### src/rtl/core/sa_pkg.sv
// Shared types and constants for the slot allocator.
// No dependencies; imported by every module of the block except sa_ram.
package sa_pkg;

   localparam int SLOT_W     = 10;
   localparam int TIME_W     = 32;
   localparam int RES_W      = 11;
   localparam int STATUS_W   = 2;
   localparam int CSR_IDX_W  = 2;
   localparam int CSR_DATA_W = 32;

   localparam logic CMD_ALLOC = 1'b0;
   localparam logic CMD_FREE  = 1'b1;

   localparam logic [STATUS_W-1:0] STATUS_OK      = 2'd0;
   localparam logic [STATUS_W-1:0] STATUS_FULL    = 2'd1;
   localparam logic [STATUS_W-1:0] STATUS_INVALID = 2'd2;

   localparam logic [CSR_IDX_W-1:0] CSR_RESERVED_SLOTS = 2'd0;
   localparam logic [CSR_IDX_W-1:0] CSR_STARTUP_WINDOW = 2'd1;
   localparam logic [CSR_IDX_W-1:0] CSR_GRACE          = 2'd2;

   localparam logic [RES_W-1:0]  RESERVED_RESET = 11'd1;
   localparam logic [TIME_W-1:0] STARTUP_RESET  = 32'd2000;
   localparam logic [TIME_W-1:0] GRACE_RESET    = 32'd500;

   typedef struct packed {
      logic [RES_W-1:0]  reserved_slots;
      logic [TIME_W-1:0] startup_window_ms;
      logic [TIME_W-1:0] grace_ms;
   } cfg_type;

endpackage

### src/rtl/core/sa_csr.sv
// Configuration registers of the slot allocator, written over the csr channel.
// Depends on sa_pkg.
module sa_csr (
   input  logic                             clock,
   input  logic                             reset,
   input  logic                             csr_valid,
   output logic                             csr_ready,
   input  logic [sa_pkg::CSR_IDX_W-1:0]     csr_index,
   input  logic [sa_pkg::CSR_DATA_W-1:0]    csr_wdata,
   output sa_pkg::cfg_type                  cfg
);
   import sa_pkg::*;

   cfg_type cfg_ff;
   cfg_type cfg_in;

   always_comb begin
      cfg_in = cfg_ff;
      if (csr_valid) begin
         case (csr_index)
            CSR_RESERVED_SLOTS: cfg_in.reserved_slots    = csr_wdata[RES_W-1:0];
            CSR_STARTUP_WINDOW: cfg_in.startup_window_ms = csr_wdata[TIME_W-1:0];
            CSR_GRACE:          cfg_in.grace_ms          = csr_wdata[TIME_W-1:0];
            default:            cfg_in = cfg_ff;
         endcase
      end
   end

   always_ff @(posedge clock) begin
      if (reset) begin
         cfg_ff.reserved_slots    <= RESERVED_RESET;
         cfg_ff.startup_window_ms <= STARTUP_RESET;
         cfg_ff.grace_ms          <= GRACE_RESET;
      end else begin
         cfg_ff <= cfg_in;
      end
   end

   assign csr_ready = 1'b1;
   assign cfg       = cfg_ff;

endmodule

### config.mk
export PLATFORM = sky130hd
export DESIGN_NAME = sa_csr
export DESIGN_NICKNAME = d
export VERILOG_FILES = /design/src/rtl/core/sa_pkg.sv /design/src/rtl/core/sa_csr.sv
export SDC_FILE = /design/constraint.sdc
export NUM_CORES = 1
export LEC_CHECK = 0
export CAP_MARGIN = 0
export CORE_MARGIN = 3
export CORE_UTILIZATION = 67
export DETAILED_ROUTE_END_ITERATION = 8
export DONT_BUFFER_PORTS = 1
export PLACE_DENSITY = 0.93
export SYNTH_ARGS = -nofsm -noshare
export SYNTH_HDL_FRONTEND = slang
export SYNTH_SLANG_ARGS = --single-unit
### constraint.sdc
create_clock -name clock -period 2 [get_ports clock]
set_input_delay 0.2 -clock clock [delete_from_list [all_inputs] [get_ports clock]]
set_output_delay 0.2 -clock clock [all_outputs]
set_load 0.005 [all_outputs]
==> flow_metrics.env, run 1 <==
export IMPL_postSynthCellCount=297
export IMPL_met1Wirelength_um=2510
export IMPL_status="finished, final reports clean"
export IMPL_final_min_period_over_clock_period_pct=46.3
export IMPL_rsz0062_at_grt="no"
export IMPL_path_clk_slew_ns=0.09
export IMPL_fin_crit_ns=0.926
export IMPL_dr_first_iter_drc_count=83
export IMPL_flip_flop_count_of_the_largest_register_after_layout=75
export IMPL_dpl_hpwl_um=4170
export IMPL_power_uw=3220
export IMPL_net_count_after_synthesis=334
export IMPL_cts_sink_count=75
export IMPL_groute_usage_overall_pct=22.4
export IMPL_hold_path_class="in -> reg"
export IMPL_power_static_leakage_uw=0.00141
export IMPL_insertion_delay_ns=0.33
export IMPL_multi_input_area_um2=1480
export IMPL_post_route_cells_drive_above_1_share_pct=7.12
export IMPL_grt_max_degree=117
export IMPL_required_time_of_the_worst_setup_path_ns=2.26
export IMPL_route_final_wire_length_um=6100
export IMPL_n_fill_cell=319
export IMPL_effective_utilization_at_floorplan_pct=70.4
export IMPL_hold_buffers=3
export IMPL_place_detailed_instances=328
export IMPL_ir_worst_vdd_v=0.000581
export IMPL_dieHeight_um=74.4
export IMPL_routed_via_count=1916
export IMPL_setup_tns_ns=0
export IMPL_preCtsSetupSlack_ns=0.709
export IMPL_synth_seq_area_share_pct=48.0
export IMPL_clock_tree_from_tritoncts="done"
export IMPL_top_signal_layer_used="met4"
export IMPL_postCtsSetupRepairBufs=0
export IMPL_globalplace_congestion=0.756
export IMPL_combined_area_of_all_synthesized_cells_um2=3130
export IMPL_placeableCoreArea_um2=4440
export IMPL_startpoint="csr_index[1]"
export IMPL_drc=0
export IMPL_hold_crit_start="csr_wdata[10]"
export IMPL_yosys_register_bits=75
export IMPL_io_buffers=0
export IMPL_timing_rr_start="cfg[62]"
export IMPL_dieWidth_um=74.4
export IMPL_final_setup_worst_slack_ns=1.07
export IMPL_final_core_utilization_pct=75.8
export IMPL_instances_no_fill=347
export IMPL_wl_met2_um=2940
export IMPL_synth_top_area_cell="sky130_fd_sc_hd__dfxtp_1"
export IMPL_htree_levels=3
export IMPL_p_per_area_nw_per_um2=956
export IMPL_drtPass1Iterations=4
export IMPL_tritoncts_num_buffers=9
export IMPL_area_delta_synth_final_pct=7.67
export IMPL_maximum_clock_insertion_buffer_count=2
export IMPL_setup_viol=0
export IMPL_clock_fmax_mhz=1080
export IMPL_area_sequential_um2=1500
export IMPL_critPathLaunchType="primary input"
export IMPL_placement_rows=24
export IMPL_clk_root_buffer_cell="sky130_fd_sc_hd__clkbuf_8"
export IMPL_io_pins=113
export IMPL_wl_per_cell_um=17.6
export IMPL_max_cap_viol_count=0
export IMPL_syn_avg_cell_area_um2=10.5
export IMPL_crit_path_max_fanout=17
export IMPL_synth_top_cells_by_area="sky130_fd_sc_hd__dfxtp_1 48%, sky130_fd_sc_hd__mux2i_1 24%, sky130_fd_sc_hd__nand2b_1 19%"
export IMPL_yosysTopAreaCellShare_pct=48.0
export IMPL_antenna_left=0
export IMPL_hold_viol_final=0
export IMPL_number_of_global_route_vias_before_repair=1922
export IMPL_cts_repair_resized=0
export IMPL_timing_clock_skew_ns=0
export IMPL_wire_length_of_the_first_global_routing_pass_um=9250
export IMPL_grt_antenna_before_repair=0
export IMPL_globalRoute_totalOverflow=0
export IMPL_antenna_cells=0
export IMPL_ys_warns=0
export IMPL_critPathKind="in -> reg"
export IMPL_dieArea_um2=5530
export IMPL_synth_lib_cells_used_distinct=14
export IMPL_final_nets=327
export IMPL_avgViaCountPerCell=5.52
export IMPL_timing_critical_path_to_type="flop"
export IMPL_met3WireLength_um=527
export IMPL_arrival_worst_endpoint_ns=1.19
export IMPL_finalMaxSlewViolations=0
## power breakdown
part | switching, uW | leakage [uW] | internal [uW]
combinational | 72.7 | 0.000666 | 96.7
sequential | 42.8 | 0.000610 | 1550
clock | 559 | 0.000130 | 904
## area by class of cell
cell class,count,area share (%)
sequential,75,44.5
multi-input combinational,198,43.9
clock buffer,11,4.49
clock inverter,5,3.19
timing repair buffer,6,1.93
tap,52,1.93
## metrics by stage
step / area (um^2) / hold slack (ns)
after floorplan: 3130 / 0.355
after global placement: 3080 / 0.357
after detailed placement: 3080 / 0.368
after CTS: 3370 / 0.00871
after global routing: 3370 / 0.0346
final: 3370 / 0.0260
## logic make-up after synthesis
logic type / count (synthesis) / share of synthesized area (%)
flops: 75 / 48.0
buf+inv: 24 / 4.96
mux: 75 / 24.0
simple gates: 122 / 23.0
other cells: 1 / 0.120
## per-layer routing
layer | up-vias | global-route usage, %
li1 | 946 | -
met1 | 876 | 26.0
met2 | 81 | 36.4
met3 | 13 | 8.78
met4 | 0 | 10.7
met5 | - | 0
## synthesized netlist by cell type
cell type and instances:
sky130_fd_sc_hd__buf_4 5, sky130_fd_sc_hd__nor2_1 22, sky130_fd_sc_hd__mux2i_1 75, sky130_fd_sc_hd__and3b_1 2
sky130_fd_sc_hd__buf_2 5, sky130_fd_sc_hd__buf_6 1, sky130_fd_sc_hd__nor3b_1 1, sky130_fd_sc_hd__nand3b_1 2
sky130_fd_sc_hd__nand2b_1 94, sky130_fd_sc_hd__clkbuf_1 11, sky130_fd_sc_hd__or3b_1 1, sky130_fd_sc_hd__conb_1 1
sky130_fd_sc_hd__dfxtp_1 75, sky130_fd_sc_hd__buf_12 2
## layout by cell type, fill, tap and decap left out
cell / instances
sky130_fd_sc_hd__mux2i_1: 75
sky130_fd_sc_hd__conb_1: 1
sky130_fd_sc_hd__nand2b_1: 94
sky130_fd_sc_hd__inv_6: 1
sky130_fd_sc_hd__bufinv_16: 3
sky130_fd_sc_hd__clkinv_4: 1
sky130_fd_sc_hd__and3b_1: 1
sky130_fd_sc_hd__buf_12: 1
sky130_fd_sc_hd__clkbuf_8: 11
sky130_fd_sc_hd__dlygate4sd3_1: 3
sky130_fd_sc_hd__buf_4: 2
sky130_fd_sc_hd__or3b_1: 1
sky130_fd_sc_hd__nor2_1: 22
sky130_fd_sc_hd__nand3b_1: 2
sky130_fd_sc_hd__dfxtp_1: 75
sky130_fd_sc_hd__nor3b_2: 1
sky130_fd_sc_hd__and3b_2: 1
## worst max-delay path: stages
cell and delay (ns):
sky130_fd_sc_hd__and3b_2 0.52, sky130_fd_sc_hd__buf_12 0.24, sky130_fd_sc_hd__mux2i_1 0.21
## path summary, 6_finish.rpt
kind	end	slack (ns)	cells after the start
hold / removal	cfg[42]	0.03	2
setup reg to reg	cfg[62]	1.32	2
hold reg to reg	cfg[70]	0.50	2
setup / recovery	cfg[44]	1.07	3
Power figures use the tool's default switching activity.
==> inputs of run 2 (changes only) <==
--- a/config.mk
+++ b/config.mk
@@ -7,10 +7,10 @@
 export LEC_CHECK = 0
 export CAP_MARGIN = 0
 export CORE_MARGIN = 3
-export CORE_UTILIZATION = 67
+export CORE_UTILIZATION = 56
 export DETAILED_ROUTE_END_ITERATION = 8
 export DONT_BUFFER_PORTS = 1
-export PLACE_DENSITY = 0.93
+export PLACE_DENSITY = 0.84
 export SYNTH_ARGS = -nofsm -noshare
 export SYNTH_HDL_FRONTEND = slang
 export SYNTH_SLANG_ARGS = --single-unit
==> constraint.sdc (replaced) <==
create_clock -name clock -period 0.8 [get_ports clock]
set_input_delay 0.08 -clock clock [delete_from_list [all_inputs] [get_ports clock]]
set_output_delay 0.08 -clock clock [all_outputs]
set_load 0.005 [all_outputs]
==> run 2 against run 1 <==
Compared with the run above: the flow now finishes with violations (hold timing); die area up 18%; flip-flop and latch count unchanged; global-route usage down 1.8 points; wire length up 11%; utilization down 4.7 points; clock-buffer cell count up 1; design area up 11%; combinational power rose to 3.3 times the previous value; sequential power rose to 2.5 times the previous value; clock skew unchanged; setup slack worse by 1.1 ns; critical endpoint is now cfg[55]; largest cell class unchanged.
==> flow_metrics.env, run 2 (synthesis results as in run 1) <==
export IMPL_status="finished with violations"
export IMPL_failed_checks="hold timing"
export IMPL_crit_path_max_fanout=2
export IMPL_htree_levels=3
export IMPL_power_static_leakage_uw=0.00153
export IMPL_cts_sink_count=75
export IMPL_dieWidth_um=80.8
export IMPL_io_pins=113
export IMPL_critPathLaunchType="flop"
export IMPL_globalplace_congestion=0.747
export IMPL_rsz0062_at_grt="yes"
export IMPL_finalMaxSlewViolations=0
export IMPL_max_cap_viol_count=0
export IMPL_dieHeight_um=80.8
export IMPL_critPathKind="reg -> out"
export IMPL_timing_critical_path_to_type="output port"
export IMPL_dr_first_iter_drc_count=44
export IMPL_fin_crit_ns=0.777
export IMPL_maximum_clock_insertion_buffer_count=2
export IMPL_post_route_cells_drive_above_1_share_pct=30.7
export IMPL_setup_viol=0
export IMPL_placeableCoreArea_um2=5270
export IMPL_setup_reg_to_reg_worst_slack_ns=0.12
export IMPL_layout_cells_most_common="sky130_fd_sc_hd__nand2b_1"
export IMPL_power_uw=7830
export IMPL_hold_path_class="in -> reg"
export IMPL_multi_input_area_um2=1490
export IMPL_placement_rows=26
export IMPL_clock_tree_from_tritoncts="done"
export IMPL_flip_flop_count_of_the_largest_register_after_layout=75
export IMPL_clock_fmax_mhz=1290
export IMPL_timing_clock_skew_ns=0
export IMPL_p_per_area_nw_per_um2=2090
export IMPL_insertion_delay_ns=0.33
export IMPL_postCtsSetupRepairBufs=0
export IMPL_grt_max_degree=117
export IMPL_arrival_worst_endpoint_ns=0.70
export IMPL_final_setup_worst_slack_ns=0.0232
export IMPL_worst_hold_check_slack_ns=-0.0861
export IMPL_preCtsSetupSlack_ns=-0.0931
export IMPL_grt_antenna_before_repair=0
export IMPL_route_final_wire_length_um=6740
export IMPL_layout_common_cells="94 x sky130_fd_sc_hd__nand2b_1, 75 x sky130_fd_sc_hd__mux2i_1, 75 x sky130_fd_sc_hd__dfxtp_2"
export IMPL_area_sequential_um2=1600
export IMPL_globalRoute_totalOverflow=0
export IMPL_antenna_cells=0
export IMPL_final_nets=354
export IMPL_dieArea_um2=6520
export IMPL_effective_utilization_at_floorplan_pct=59.4
export IMPL_dpl_hpwl_um=4150
export IMPL_area_delta_synth_final_pct=19.8
export IMPL_routed_via_count=2041
export IMPL_ir_worst_vdd_v=0.00139
export IMPL_groute_usage_overall_pct=20.6
export IMPL_wl_per_cell_um=17.2
export IMPL_drtPass1Iterations=4
export IMPL_number_of_global_route_vias_before_repair=2095
export IMPL_hold_viol_final=70
export IMPL_final_min_period_over_clock_period_pct=97.1
export IMPL_drc=0
export IMPL_n_fill_cell=387
export IMPL_path_clk_slew_ns=0.08
export IMPL_required_time_of_the_worst_setup_path_ns=0.72
export IMPL_tritoncts_num_buffers=9
export IMPL_clk_root_buffer_cell="sky130_fd_sc_hd__clkbuf_8"
export IMPL_avgViaCountPerCell=5.21
export IMPL_wire_length_of_the_first_global_routing_pass_um=10100
export IMPL_io_buffers=0
export IMPL_antenna_left=0
## run 2: path summary, 6_finish.rpt
| kind | from | end | cells past startpoint |
|---|---|---|---|
| worst max-delay path | cfg[55] | cfg[55] | 0 |
| worst min-delay path | reset | cfg[62] | 2 |
| worst max register to register | cfg[12] | cfg[12] | 2 |
| worst min register to register | cfg[68] | cfg[68] | 2 |
## run 2: repair_timing
item,4_1_cts,5_1_grt
gates resized for setup,31,44
endpoints found under the setup margin,31,67
endpoints found under the hold margin,75,75
hold buffers,26,2
gates cloned,0,0
## run 2: cell type report
type	count	share of cell area, %
sequential	75	42.5
multi-input combinational	198	39.6
timing repair buffer	33	9.47
clock inverter	4	1.93
clock buffer	12	4.14
tap	70	2.33
## run 2: per-layer routing
metal	vias to the layer above	global-route usage, %	share of wire [%]	wire length [um]
met2	73	36.3	51	3410
met5	-	0	0	0
met3	9	9.09	9.7	654
met1	960	21.1	38	2570
met4	0	9.12	1.6	107
li1	999	-	-	-
## run 2: through the flow
step / cells / util, % / area [um^2] / setup TNS [ns]
global route: 392 / 71.2 / 3750 / -0.114
finish: 392 / 71.2 / 3750 / 0
floorplan: 297 / - / 3150 / -0.729
CTS: 390 / 69.8 / 3680 / 0
global placement: 348 / 59.8 / 3150 / -0.313
detailed placement: 348 / 59.8 / 3150 / -1.37
## run 2: power by group
group / total (uW) / internal [uW] / switching [uW]
registers: 4000 / 3890 / 109
clock network: 3280 / 1920 / 1350
logic: 553 / 337 / 216
